**config.mk**
```make
export PLATFORM = sky130hd
export DESIGN_NAME = iambic_keyer
export DESIGN_NICKNAME = d
export VERILOG_FILES = /design/src/sv/iak_pkg.sv /design/src/sv/iak_cfg.sv /design/src/sv/iak_engine.sv /design/src/sv/iambic_keyer.sv
export SDC_FILE = /design/constraint.sdc
export NUM_CORES = 1
export LEC_CHECK = 0
export BUFFER_PORTS_ARGS = -buffer_cell sky130_fd_sc_hd__buf_2
export CELL_PAD_IN_SITES_DETAIL_PLACEMENT = 1
export CELL_PAD_IN_SITES_GLOBAL_PLACEMENT = 2
export CORE_ASPECT_RATIO = 1.25
export CORE_UTILIZATION = 38
export CTS_BUF_LIST = sky130_fd_sc_hd__clkbuf_4
export DETAILED_ROUTE_END_ITERATION = 10
export GPL_TIMING_DRIVEN = 1
export PLACE_DENSITY = 0.89
export REMOVE_ABC_BUFFERS = 1
export SLEW_MARGIN = 20
export SYNTH_ARGS = -nofsm -noshare
export SYNTH_HDL_FRONTEND = slang
export SYNTH_SLANG_ARGS = --single-unit
export TNS_END_PERCENT = 50
```
**constraint.sdc**
```tcl
create_clock -name aclk -period 4.83 [get_ports aclk]
set_input_delay 0.483 -clock aclk [delete_from_list [all_inputs] [get_ports aclk]]
set_output_delay 0.483 -clock aclk [all_outputs]
set_load 0.02 [all_outputs]
```
**src/sv/iak_pkg.sv**
```systemverilog
package iak_pkg;

    localparam int DIT_W   = 16;
    localparam int RATIO_W = 3;
    localparam int TICKS_W = DIT_W + RATIO_W;
    localparam int SQ_W    = 3;

    localparam logic [DIT_W-1:0]   DIT_TICKS_RESET = 16'd200;
    localparam logic [RATIO_W-1:0] DAH_RATIO_RESET = 3'd3;

    // configuration register indexes
    localparam logic REG_DIT_TICKS = 1'b0;
    localparam logic REG_DAH_RATIO = 1'b1;

    // request types
    localparam logic REQ_TICK   = 1'b0;
    localparam logic REQ_PADDLE = 1'b1;

    // paddle sides
    localparam logic SIDE_DIT = 1'b0;
    localparam logic SIDE_DAH = 1'b1;

    // squeeze register codes
    localparam logic [SQ_W-1:0] SQ_NONE   = 3'd0;
    localparam logic [SQ_W-1:0] SQ_DIT    = 3'd1;
    localparam logic [SQ_W-1:0] SQ_DAH    = 3'd2;
    localparam logic [SQ_W-1:0] SQ_DITDAH = 3'd3;
    localparam logic [SQ_W-1:0] SQ_DAHDIT = 3'd4;

    typedef struct packed {
        logic [DIT_W-1:0]   dit_len;
        logic [TICKS_W-1:0] dah_len;
    } cfg_t;

    typedef struct packed {
        logic req_type;
        logic paddle_side;
        logic pressed;
    } item_t;

endpackage

```
**src/sv/iak_cfg.sv**
```systemverilog
module iak_cfg import iak_pkg::*; (
    input  logic             aclk,
    input  logic             aresetn,
    input  logic             cfg_wr_en,
    input  logic             cfg_index,
    input  logic [DIT_W-1:0] cfg_data,
    output cfg_t             cfg
);

    logic [DIT_W-1:0]   dit_ticks_reg;
    logic [RATIO_W-1:0] dah_ratio_reg;
    logic [DIT_W-1:0]   dit_len_reg;
    logic [TICKS_W-1:0] dah_len_reg;
    logic [DIT_W-1:0]   dit_len_next;
    logic [RATIO_W-1:0] ratio_eff;
    logic [TICKS_W-1:0] dah_len_next;

    always_ff @(posedge aclk) begin
        if (!aresetn) begin
            dit_ticks_reg <= DIT_TICKS_RESET;
            dah_ratio_reg <= DAH_RATIO_RESET;
        end else if (cfg_wr_en) begin
            unique case (cfg_index)
                REG_DIT_TICKS: dit_ticks_reg <= cfg_data;
                REG_DAH_RATIO: dah_ratio_reg <= cfg_data[RATIO_W-1:0];
                default: ;
            endcase
        end
    end

    // zero values act as one
    assign dit_len_next = (dit_ticks_reg == '0) ? DIT_W'(1) : dit_ticks_reg;
    assign ratio_eff    = (dah_ratio_reg == '0) ? RATIO_W'(1) : dah_ratio_reg;
    assign dah_len_next = TICKS_W'(ratio_eff) * TICKS_W'(dit_len_next);

    always_ff @(posedge aclk) begin
        if (!aresetn) begin
            dit_len_reg <= DIT_TICKS_RESET;
            dah_len_reg <= TICKS_W'(DIT_TICKS_RESET) * TICKS_W'(DAH_RATIO_RESET);
        end else begin
            dit_len_reg <= dit_len_next;
            dah_len_reg <= dah_len_next;
        end
    end

    assign cfg.dit_len = dit_len_reg;
    assign cfg.dah_len = dah_len_reg;

endmodule

```
**src/sv/iak_engine.sv**
```systemverilog
module iak_engine import iak_pkg::*; (
    input  logic            aclk,
    input  logic            aresetn,
    input  logic            step_en,
    input  item_t           item,
    input  cfg_t            cfg,
    output logic            key_on,
    output logic [SQ_W-1:0] paddle_state
);

    logic [SQ_W-1:0]    squeeze_reg, squeeze_next;
    logic               alt_reg, alt_next;
    logic               tone_reg, tone_next;
    logic [TICKS_W-1:0] ticks_reg, ticks_next;
    logic [TICKS_W-1:0] ticks_load;
    logic [TICKS_W-1:0] dit_ext;

    assign dit_ext = TICKS_W'(cfg.dit_len);

    always_comb begin
        squeeze_next = squeeze_reg;
        alt_next     = alt_reg;
        tone_next    = tone_reg;
        ticks_next   = ticks_reg;
        ticks_load   = ticks_reg;
        if (step_en) begin
            if (item.req_type == REQ_PADDLE) begin
                if (item.pressed) begin
                    if (item.paddle_side == SIDE_DIT) begin
                        if (squeeze_reg == SQ_NONE) squeeze_next = SQ_DIT;
                        else if (squeeze_reg == SQ_DAH) squeeze_next = SQ_DAHDIT;
                    end else begin
                        if (squeeze_reg == SQ_NONE) squeeze_next = SQ_DAH;
                        else if (squeeze_reg == SQ_DIT) squeeze_next = SQ_DITDAH;
                    end
                end else begin
                    if (item.paddle_side == SIDE_DIT) begin
                        if (squeeze_reg == SQ_DITDAH || squeeze_reg == SQ_DAHDIT)
                            squeeze_next = SQ_DAH;
                        else if (squeeze_reg == SQ_DIT) squeeze_next = SQ_NONE;
                    end else begin
                        if (squeeze_reg == SQ_DITDAH || squeeze_reg == SQ_DAHDIT)
                            squeeze_next = SQ_DIT;
                        else if (squeeze_reg == SQ_DAH) squeeze_next = SQ_NONE;
                    end
                end
            end else begin
                // element boundary
                if (ticks_reg == '0) begin
                    if (tone_reg) begin
                        tone_next  = 1'b0;
                        ticks_load = dit_ext;
                    end else begin
                        tone_next = 1'b1;
                        unique case (squeeze_reg)
                            SQ_DIT: begin
                                ticks_load = dit_ext;
                                alt_next   = 1'b1;
                            end
                            SQ_DAH: begin
                                ticks_load = cfg.dah_len;
                                alt_next   = 1'b1;
                            end
                            SQ_DITDAH: begin
                                ticks_load = alt_reg ? cfg.dah_len : dit_ext;
                                alt_next   = !alt_reg;
                            end
                            SQ_DAHDIT: begin
                                ticks_load = alt_reg ? dit_ext : cfg.dah_len;
                                alt_next   = !alt_reg;
                            end
                            default: begin
                                tone_next  = 1'b0;
                                ticks_load = dit_ext;
                                alt_next   = 1'b1;
                            end
                        endcase
                    end
                end
                ticks_next = ticks_load - TICKS_W'(1);
            end
        end
    end

    always_ff @(posedge aclk) begin
        if (!aresetn) begin
            squeeze_reg <= SQ_NONE;
            alt_reg     <= 1'b1;
            tone_reg    <= 1'b0;
            ticks_reg   <= '0;
        end else begin
            squeeze_reg <= squeeze_next;
            alt_reg     <= alt_next;
            tone_reg    <= tone_next;
            ticks_reg   <= ticks_next;
        end
    end

    assign key_on       = tone_next;
    assign paddle_state = squeeze_next;

endmodule

```
**src/sv/iambic_keyer.sv**
```systemverilog
// Iambic keyer. Each input transfer is either a time tick or a paddle press/release;
// each yields exactly one result transfer carrying the key level and the paddle
// squeeze state (0 none, 1 dit, 2 dah, 3 dit-then-dah, 4 dah-then-dit) as it stands
// after that item. One item is taken every clock cycle unless a stalled result holds the
// flow: the input register feeds a combinational state update that loads the result
// register; throughput is limited only by the result side's ready. Configuration writes
// (index 0 dit_ticks, index 1 dah_ratio, zero treated as one) apply to every input
// transfer accepted after the write edge, with no idle cycle needed; the registered
// dah length is ready by the time such an item reaches the state update. New values
// take effect at the next element boundary.
module iambic_keyer import iak_pkg::*; (
    input  logic             aclk,
    input  logic             aresetn,
    input  logic             s_valid,
    output logic             s_ready,
    input  logic             s_req_type,
    input  logic             s_paddle_side,
    input  logic             s_pressed,
    output logic             m_valid,
    input  logic             m_ready,
    output logic             m_key_on,
    output logic [SQ_W-1:0]  m_paddle_state,
    input  logic             cfg_wr_en,
    input  logic             cfg_index,
    input  logic [DIT_W-1:0] cfg_data
);

    cfg_t            cfg;
    item_t           item_reg;
    logic            in_valid_reg;
    logic            out_valid_reg;
    logic            key_on_reg;
    logic [SQ_W-1:0] paddle_state_reg;
    logic            advance;
    logic            step_en;
    logic            key_on_next;
    logic [SQ_W-1:0] paddle_state_next;

    assign advance = !out_valid_reg || m_ready;
    assign step_en = in_valid_reg && advance;
    assign s_ready = !in_valid_reg || advance;

    iak_cfg u_cfg (
        .aclk      (aclk),
        .aresetn   (aresetn),
        .cfg_wr_en (cfg_wr_en),
        .cfg_index (cfg_index),
        .cfg_data  (cfg_data),
        .cfg       (cfg)
    );

    iak_engine u_engine (
        .aclk         (aclk),
        .aresetn      (aresetn),
        .step_en      (step_en),
        .item         (item_reg),
        .cfg          (cfg),
        .key_on       (key_on_next),
        .paddle_state (paddle_state_next)
    );

    // input register
    always_ff @(posedge aclk) begin
        if (!aresetn) begin
            in_valid_reg <= 1'b0;
        end else if (s_ready) begin
            in_valid_reg <= s_valid;
        end
    end

    always_ff @(posedge aclk) begin
        if (s_valid && s_ready) begin
            item_reg.req_type    <= s_req_type;
            item_reg.paddle_side <= s_paddle_side;
            item_reg.pressed     <= s_pressed;
        end
    end

    // result register
    always_ff @(posedge aclk) begin
        if (!aresetn) begin
            out_valid_reg <= 1'b0;
        end else if (advance) begin
            out_valid_reg <= in_valid_reg;
        end
    end

    always_ff @(posedge aclk) begin
        if (step_en) begin
            key_on_reg       <= key_on_next;
            paddle_state_reg <= paddle_state_next;
        end
    end

    assign m_valid        = out_valid_reg;
    assign m_key_on       = key_on_reg;
    assign m_paddle_state = paddle_state_reg;

endmodule

```
==> flow_metrics.env, run 1 <==
export IMPL_wl_per_cell_microns=15.9
export IMPL_cp_max_fo=18
export IMPL_cts_made_buffers=9
export IMPL_grt_pass1_wl_microns=23100
export IMPL_htreeDepth=3
export IMPL_critPathLaunchType="flip-flop"
export IMPL_dr_pass1_iters=4
export IMPL_rows=47
export IMPL_cp_end_kind="flip-flop"
export IMPL_ys_ff_latch=87
export IMPL_relSlewSlack_pct=33.3
export IMPL_coreArea_sq_um=13300
export IMPL_maxSlewViolCount=0
export IMPL_fillers=1657
export IMPL_maxCapViolCount=0
export IMPL_synth_top_cell_area_share_pct=30.8
export IMPL_synth_area_leader_cell="dfxtp_1"
export IMPL_die_w_microns=107
export IMPL_powerDensity_nw_per_um2=336
export IMPL_grtUsageTotal_pct=20.3
export IMPL_clock_skew_ns=0.0195
export IMPL_critPathKind="flip-flop to flip-flop"
export IMPL_crit_path_cell_trace="o21bai_2 -> nand2_1 -> fa_1 -> inv_1 -> ha_1 -> a21o_1 -> a21oi_1 -> nor2_1 -> o31a_1 -> o31ai_1 -> o21ai_0 -> a2111oi_0 -> nand4b_1"
export IMPL_clk_pin_slew_ns=0.17
export IMPL_cts_tree="built"
export IMPL_avgSynthCellArea_sq_um=8.03
export IMPL_cts_buffer_depth=2
export IMPL_status="complete, no violations"
export IMPL_antenna_found_initial=1
export IMPL_grt_pass1_vias=4846
export IMPL_via_per_inst=5.45
export IMPL_num_nets_final=723
export IMPL_root_buffer="clkbuf_4"
export IMPL_cp_top_family="compound AO/OA/AOI/OAI gates"
export IMPL_ys_types=69
export IMPL_hold_violations=0
export IMPL_rsz0062_at_grt="no"
export IMPL_route_detailed_drc=0
export IMPL_io_buffers=30
export IMPL_drive_above_1_share_pct=10.2
export IMPL_cp_slowest_stage_delay_ns=0.56
export IMPL_ant_nets=0
export IMPL_p_leak_nw=2.35
export IMPL_hold_path_class="input port to flip-flop"
export IMPL_synthFlopType="dfxtp_1"
export IMPL_synth_async_reset_ratio_pct=0
export IMPL_drt_iter0_markers=137
export IMPL_critical_path_required_ns=5.24
export IMPL_cts_setup_buffers=0
export IMPL_finalCritPeriodShare_pct=86.7
export IMPL_synthTopCellsByArea="dfxtp_1 31%, nand2_1 8.8%, fa_1 5.8%"
export IMPL_die_area_sq_um=14200
export IMPL_syn_cell_area_sq_um=5200
export IMPL_wl_microns=13400
export IMPL_initial_utilization_pct=39.2
export IMPL_clkLatencyLatePin_ns=0.47
export IMPL_setup_viol=0
export IMPL_grt_max_degree=48
export IMPL_area_growth_pct=8.34
export IMPL_setup_tns_ns=0
export IMPL_worst_ep_arrival_time_ns=4.60
export IMPL_dp_hpwl_microns=10300
export IMPL_cp_buffers_inverters=1
export IMPL_syn_inst=648
export IMPL_cts_sinks=87
export IMPL_grt_overflow_total=0
export IMPL_power_total_w=0.00189
export IMPL_die_y_microns=133
export IMPL_yosysSeqAreaShare_pct=34.8
export IMPL_finalCriticalPeriod_ns=4.19
export IMPL_worst_pin_slew_ns=0.998
export IMPL_ios=31
export IMPL_ys_warn_count=0
export IMPL_yosysMostFrequentCell="nand2_1"
export IMPL_num_vias=4585
export IMPL_cpMaxStageDelayCell="o21bai_2"
export IMPL_gp_congestion=0.805
export IMPL_synth_top_cells_by_count="122 x nand2_1, 80 x dfxtp_1, 49 x a21oi_1"
export IMPL_peakVddDrop_v=0.000158
export IMPL_synth_edf_count=7
export IMPL_fmax_mhz=239
## kinds of logic (layout without fill, tap and decap cells)
logic type,count (synthesis),in the layout,share of synthesized area (%)
AND/OR/NAND/NOR,300,300,28.3
AO/OA/AOI/OAI,138,138,17.6
flip-flops,87,87,34.8
buffers and inverters,68,89,5.10
adder cells (fa/ha/maj),34,34,10.3
XOR/XNOR,12,12,2.02
multiplexers,9,9,1.83
other,0,1,0
## cell usage in the layout (no fill, tap or decap), types with 4 or more instances in the layout
| master | count |
|---|---|
| nand2_1 | 122 |
| dfxtp_1 | 80 |
| a21oi_1 | 49 |
| nor2_1 | 39 |
| inv_1 | 35 |
| buf_2 | 30 |
| and2_1 | 29 |
| o21ai_0 | 22 |
| nand3_1 | 19 |
| ha_1 | 19 |
| nor4_1 | 17 |
| nor3_1 | 15 |
| fa_1 | 15 |
| or3_1 | 10 |
| nand2b_1 | 10 |
| or4_1 | 9 |
| xnor2_1 | 9 |
| a31oi_1 | 9 |
| clkbuf_4 | 9 |
| nor2b_1 | 7 |
| edfxtp_1 | 7 |
| buf_4 | 7 |
| mux2i_1 | 5 |
| a211oi_1 | 5 |
| nand4_1 | 5 |
| a21o_1 | 4 |
| o31ai_1 | 4 |
| nand3b_1 | 4 |
## per-stage QoR
stage | util [%] | area (sq um) | hold slack (ns) | std cells | setup slack, ns
after floorplan | - | 5070 | 0.433 | 616 | 1.04
after global placement | 41.3 | 5490 | 0.449 | 824 | 0.506
after detailed placement | 41.3 | 5490 | 0.457 | 824 | 0.358
after CTS | 42.4 | 5630 | 0.143 | 840 | 0.298
after global routing | 42.4 | 5640 | 0.147 | 841 | 0.165
final | 42.4 | 5640 | 0.175 | 841 | 0.641
## worst paths after layout
| path | depth (start not counted) | from | endpoint | slack [ns] |
|---|---|---|---|---|
| max | 13 | u_cfg.dah_ratio_reg[2]$_SDFFE_PN0P_ | u_cfg.dah_len_reg[17]$_SDFF_PN0_ | 0.64 |
| min | 1 | s_req_type | item_reg[2]$_DFFE_PP_ | 0.18 |
| max reg2reg | 13 | u_cfg.dah_ratio_reg[2]$_SDFFE_PN0P_ | u_cfg.dah_len_reg[17]$_SDFF_PN0_ | 0.64 |
| min reg2reg | 2 | u_cfg.dit_ticks_reg[0]$_SDFFE_PN0P_ | u_cfg.dit_ticks_reg[0]$_SDFFE_PN0P_ | 0.47 |
## report_power, final
group	switching (W)	internal (W)	total (W)
clock network	0.000298	0.000124	0.000422
registers	0.0000512	0.000776	0.000827
logic	0.000397	0.000247	0.000645
## layout make-up
cell class,count,area (sq um),area share [%]
tap,171,214,3.79
multi-input combinational,493,3130,55.5
clock inverter,7,73.8,1.31
inverter,36,135,2.40
sequential,87,1810,32.1
antenna,1,2.50,0.0444
timing repair buffer,37,203,3.59
clock buffer,9,67.6,1.20
## metal layers
layer / vias to the layer above / wire length, microns / GRT usage (%)
met5: - / 0 / 0
met4: 0 / 323 / 8.45
met3: 23 / 323 / 3.00
met2: 64 / 7060 / 37.2
met1: 2200 / 5670 / 23.0
li1: 2298 / - / -
## timing repair
action,4_1_cts,5_1_grt
gates resized for setup,0,1
hold endpoints to repair,0,0
hold buffers,0,0
setup endpoints to repair,0,1
Power figures use the tool's default switching activity.
==> run 2, diff against run 1 <==
- REMOVE_ABC_BUFFERS: 1 -> unset
==> flow_metrics.env, run 2 (synthesized netlist as in run 1, its figures left out) <==
export IMPL_hold_path_class="input port to flip-flop"
export IMPL_fillers=1645
export IMPL_fmax_mhz=243
export IMPL_area_growth_pct=8.25
export IMPL_drive_above_1_share_pct=10.0
export IMPL_wl_met3_microns=246
export IMPL_pre_cts_ws_ns=0.747
export IMPL_clock_skew_ns=0.0180
export IMPL_finalCritPeriodShare_pct=85.0
export IMPL_io_buffers=30
export IMPL_die_y_microns=133
export IMPL_ant_nets=0
export IMPL_wl_microns=13100
export IMPL_initial_utilization_pct=39.2
export IMPL_grt_max_degree=48
export IMPL_cts_hold_buf=0
export IMPL_setup_ws_ns=0.723
export IMPL_grt_pass1_wl_microns=22200
export IMPL_gp_congestion=0.803
export IMPL_htreeDepth=3
export IMPL_cts_tree="built"
export IMPL_dr_pass1_iters=4
export IMPL_die_w_microns=107
export IMPL_grtUsageTotal_pct=19.6
export IMPL_worst_ep_arrival_time_ns=4.52
export IMPL_critical_path_required_ns=5.24
export IMPL_met1Wirelength_microns=5730
export IMPL_setup_tns_ns=0
export IMPL_syn_num_nets=707
export IMPL_finalCriticalPeriod_ns=4.11
export IMPL_p_leak_nw=2.34
export IMPL_critPathLaunchType="flip-flop"
export IMPL_num_vias=4542
export IMPL_cp_end_kind="flip-flop"
export IMPL_antenna_found_initial=1
export IMPL_rsz0062_at_grt="no"
export IMPL_maxCapViolCount=0
export IMPL_met2WireLength_microns=6730
export IMPL_drt_iter0_markers=176
export IMPL_peakVddDrop_v=0.000154
export IMPL_grt_overflow_total=0
export IMPL_critPathKind="flip-flop to flip-flop"
export IMPL_coreArea_sq_um=13300
export IMPL_cts_setup_buffers=0
export IMPL_relSlewSlack_pct=43.9
export IMPL_setup_viol=0
export IMPL_status="complete, no violations"
export IMPL_die_area_sq_um=14200
export IMPL_grt_pass1_vias=4744
export IMPL_clk_pin_slew_ns=0.16
export IMPL_num_nets_final=722
export IMPL_clkLatencyLatePin_ns=0.47
export IMPL_cp_max_fo=18
export IMPL_highest_layer="met4"
export IMPL_route_detailed_drc=0
export IMPL_layout_common_cells="122 x nand2_1, 80 x dfxtp_1, 49 x a21oi_1"
export IMPL_cts_made_buffers=9
export IMPL_root_buffer="clkbuf_4"
export IMPL_worst_pin_slew_ns=0.841
export IMPL_rows=47
export IMPL_ios=31
export IMPL_cts_buffer_depth=2
export IMPL_maxSlewViolCount=0
export IMPL_dp_hpwl_microns=10200
export IMPL_powerDensity_nw_per_um2=337
export IMPL_final_common_cell="nand2_1"
export IMPL_hold_violations=0
export IMPL_cts_repair_resized=0
export IMPL_cts_sinks=87
export IMPL_wl_per_cell_microns=15.6
export IMPL_via_per_inst=5.41
==> run 2: cell count changes in the layout (fill, tap and decap cells not counted), sizes merged <==
cell      change
bufinv        +1
clkinvlp      +1
buf           -1
inv           -2
==> run 2: area by class of cell <==
class / count / area, sq um / share of cell area, %
Sequential cell: 87 / 1810 / 32.2
Timing Repair Buffer: 36 / 195 / 3.46
Inverter: 36 / 135 / 2.40
Tap cell: 171 / 214 / 3.80
Multi-Input combinational cell: 493 / 3130 / 55.6
Clock buffer: 9 / 67.6 / 1.20
Antenna cell: 1 / 2.50 / 0.0444
Clock inverter: 7 / 77.6 / 1.38
==> run 2: metal layers <==
| layer | vias up | track usage, % |
|---|---|---|
| li1 | 2291 | - |
| met1 | 2167 | 22.7 |
| met2 | 58 | 35.1 |
| met3 | 26 | 2.86 |
| met4 | 0 | 9.44 |
| met5 | - | 0 |
==> run 2: per-stage QoR <==
step	cells	util [%]	hold slack, ns	total power (W)	cell area, sq um
after floorplan	648	-	0.435	0.00132	5200
after global placement	823	41.3	0.453	0.00145	5480
after detailed placement	823	41.3	0.461	0.00147	5480
after CTS	839	42.4	0.154	0.00192	5630
after global routing	840	42.4	0.143	0.00203	5630
final	840	42.4	0.166	0.00190	5630
==> run 2: power breakdown <==
group          leakage, nW  internal, W  switching (W)
combinational         1.55     0.000239       0.000393
sequential           0.721     0.000776      0.0000484
clock               0.0773     0.000163       0.000280
==> run 2: critical path, stage by stage, from the launching register on <==
cell and delay, ns:
dfxtp_1 0.71, o21bai_1 0.25, and2_1 0.24, fa_1 0.49
ha_1 0.33, a21o_1 0.16, a21oi_1 0.19, nor2_1 0.10
o31a_1 0.30, o31ai_1 0.43, o21ai_0 0.26, a2111oi_0 0.43
nand4b_1 0.15
==> run 2: worst paths after layout <==
path / slack, ns / from / cells past startpoint / endpoint
worst max register to register: 0.72 / u_cfg.dah_ratio_reg[2]$_SDFFE_PN0P_ / 12 / u_cfg.dah_len_reg[17]$_SDFF_PN0_
worst max-delay path: 0.72 / u_cfg.dah_ratio_reg[2]$_SDFFE_PN0P_ / 12 / u_cfg.dah_len_reg[17]$_SDFF_PN0_
worst min register to register: 0.49 / u_cfg.dah_ratio_reg[0]$_SDFFE_PN1P_ / 2 / u_cfg.dah_ratio_reg[0]$_SDFFE_PN1P_
worst min-delay path: 0.17 / s_pressed / 1 / item_reg[0]$_DFFE_PP_
==> run 3, diff against run 2 <==
- MAX_ROUTING_LAYER: unset -> met4
==> flow_metrics.env, run 3 (synthesized netlist as in run 1, its figures left out) <==
export IMPL_die_area_sq_um=14200
export IMPL_worst_pin_slew_ns=0.837
export IMPL_fmax_mhz=244
export IMPL_status="complete, no violations"
export IMPL_worst_ep_arrival_time_ns=4.52
export IMPL_wl_per_cell_microns=15.6
export IMPL_wl_microns=13100
export IMPL_timing_rr_end="u_cfg.dah_len_reg[17]$_SDFF_PN0_"
export IMPL_via_per_inst=5.42
export IMPL_syn_num_nets=707
export IMPL_cts_tree="built"
export IMPL_dr_pass1_iters=4
export IMPL_rows=47
export IMPL_io_buffers=30
export IMPL_hp_start="s_pressed"
export IMPL_critical_path_required_ns=5.24
export IMPL_cts_buffer_depth=2
export IMPL_fillers=1645
export IMPL_grt_pass1_wl_microns=22200
export IMPL_register_area_sq_um=1810
export IMPL_grt_overflow_total=0
export IMPL_coreArea_sq_um=13300
export IMPL_cp_end_kind="flip-flop"
export IMPL_critPathLaunchType="flip-flop"
export IMPL_cts_hold_buf=0
export IMPL_rsz0062_at_grt="no"
export IMPL_p_leak_nw=2.34
export IMPL_area_growth_pct=8.25
export IMPL_initial_utilization_pct=39.2
export IMPL_num_vias=4556
export IMPL_peakVddDrop_v=0.000153
export IMPL_hold_depth=1
export IMPL_num_nets_final=722
export IMPL_cts_repair_resized=0
export IMPL_cp_top_family="compound AO/OA/AOI/OAI gates"
export IMPL_layout_common_cells="122 x nand2_1, 80 x dfxtp_1, 49 x a21oi_1"
export IMPL_root_buffer="clkbuf_4"
export IMPL_grt_pass1_vias=4747
export IMPL_cp_buffers_inverters=0
export IMPL_setup_tns_ns=0
export IMPL_dp_hpwl_microns=10200
export IMPL_antenna_found_initial=1
export IMPL_cts_setup_buffers=0
export IMPL_htreeDepth=3
export IMPL_critPathKind="flip-flop to flip-flop"
export IMPL_hold_violations=0
export IMPL_grt_max_degree=48
export IMPL_setup_ws_ns=0.723
export IMPL_cp_max_fo=18
export IMPL_cts_made_buffers=9
export IMPL_die_w_microns=107
export IMPL_ios=31
export IMPL_pre_cts_ws_ns=0.747
export IMPL_clkLatencyLatePin_ns=0.46
export IMPL_relSlewSlack_pct=44.2
export IMPL_fin_cells=840
export IMPL_cts_sinks=87
export IMPL_finalCriticalPeriod_ns=4.11
export IMPL_powerDensity_nw_per_um2=337
export IMPL_clk_pin_slew_ns=0.16
export IMPL_setup_viol=0
export IMPL_reg2reg_depth=12
export IMPL_multiInputGateArea_sq_um=3130
export IMPL_clock_skew_ns=0.0167
export IMPL_ant_nets=0
export IMPL_grtUsageTotal_pct=20.2
export IMPL_crit_path_cell_trace="o21bai_1 -> and2_1 -> fa_1 -> ha_1 -> a21o_1 -> a21oi_1 -> nor2_1 -> o31a_1 -> o31ai_1 -> o21ai_0 -> a2111oi_0 -> nand4b_1"
export IMPL_rr_startpoint="u_cfg.dah_ratio_reg[2]$_SDFFE_PN0P_"
export IMPL_drive_above_1_share_pct=10.0
export IMPL_route_detailed_drc=0
export IMPL_dp_cells=823
export IMPL_maxSlewViolCount=0
export IMPL_r2r_slack_ns=0.72
export IMPL_die_y_microns=133
export IMPL_cpMaxStageDelayCell="dfxtp_1"
export IMPL_finalCritPeriodShare_pct=85.0
export IMPL_maxCapViolCount=0
export IMPL_min_to="item_reg[0]$_DFFE_PP_"
export IMPL_hold_path_class="input port to flip-flop"
export IMPL_gp_congestion=0.815
export IMPL_cp_slowest_stage_delay_ns=0.71
export IMPL_final_common_cell="nand2_1"
export IMPL_drt_iter0_markers=180
## run 3: routing by layer
layer,GRT usage [%],vias to the layer above,wire [microns],share of wire [%]
li1,-,2288,-,-
met1,22.6,2179,5710,44
met2,35.1,58,6710,51
met3,2.27,31,244,1.9
met4,10.4,0,455,3.5
met5,-,-,0,0
## run 3: worst register-to-register path, stage by stage (launching register included)
cell and delay, ns:
dfxtp_1 0.71, o21bai_1 0.25, and2_1 0.24, fa_1 0.49, ha_1 0.33, a21o_1 0.16
a21oi_1 0.19, nor2_1 0.10, o31a_1 0.30, o31ai_1 0.43, o21ai_0 0.27, a2111oi_0 0.43
nand4b_1 0.15
## run 3: worst max path at each step
stage | from | endpoint | cells after the start
final | u_cfg.dah_ratio_reg[2]$_SDFFE_PN0P_ | u_cfg.dah_len_reg[17]$_SDFF_PN0_ | 12
after global routing | u_cfg.dah_ratio_reg[2]$_SDFFE_PN0P_ | u_cfg.dah_len_reg[17]$_SDFF_PN0_ | 12
after CTS | u_cfg.dah_ratio_reg[2]$_SDFFE_PN0P_ | u_cfg.dah_len_reg[17]$_SDFF_PN0_ | 12
after detailed placement | u_cfg.dah_ratio_reg[2]$_SDFFE_PN0P_ | u_cfg.dah_len_reg[17]$_SDFF_PN0_ | 12
after global placement | u_cfg.dah_ratio_reg[1]$_SDFFE_PN1P_ | u_cfg.dah_len_reg[16]$_SDFF_PN0_ | 13
after floorplan | u_engine.squeeze_reg[0]$_SDFF_PN0_ | u_engine.ticks_reg[10]$_SDFFE_PN0P_ | 16
## run 3: through the flow
stage               instance area (sq um)  utilization [%]  hold WS [ns]  total power, W
detailed placement                   5480             41.3         0.461         0.00147
finish                               5630             42.4         0.176         0.00190
global placement                     5480             41.3         0.453         0.00145
CTS                                  5630             42.4         0.154         0.00192
global route                         5630             42.4         0.148         0.00202
floorplan                            5200                -         0.435         0.00132
## run 3: layout make-up
| class | instances | share of cell area [%] |
|---|---|---|
| diodes | 1 | 0.0444 |
| clock buffers | 9 | 1.20 |
| clock inverters | 7 | 1.38 |
| inverters | 36 | 2.40 |
| multi-input cells | 493 | 55.6 |
| flip-flops and latches | 87 | 32.2 |
| well taps | 171 | 3.80 |
| repair buffers | 36 | 3.46 |
## run 3: power by group
part	switching [W]	total, W	internal (W)	leakage [nW]
Combinational	0.000392	0.000631	0.000239	1.55
Clock	0.000279	0.000442	0.000163	0.0773
Sequential	0.0000484	0.000824	0.000776	0.721
Total	0.000719	0.00190	0.00118	2.34
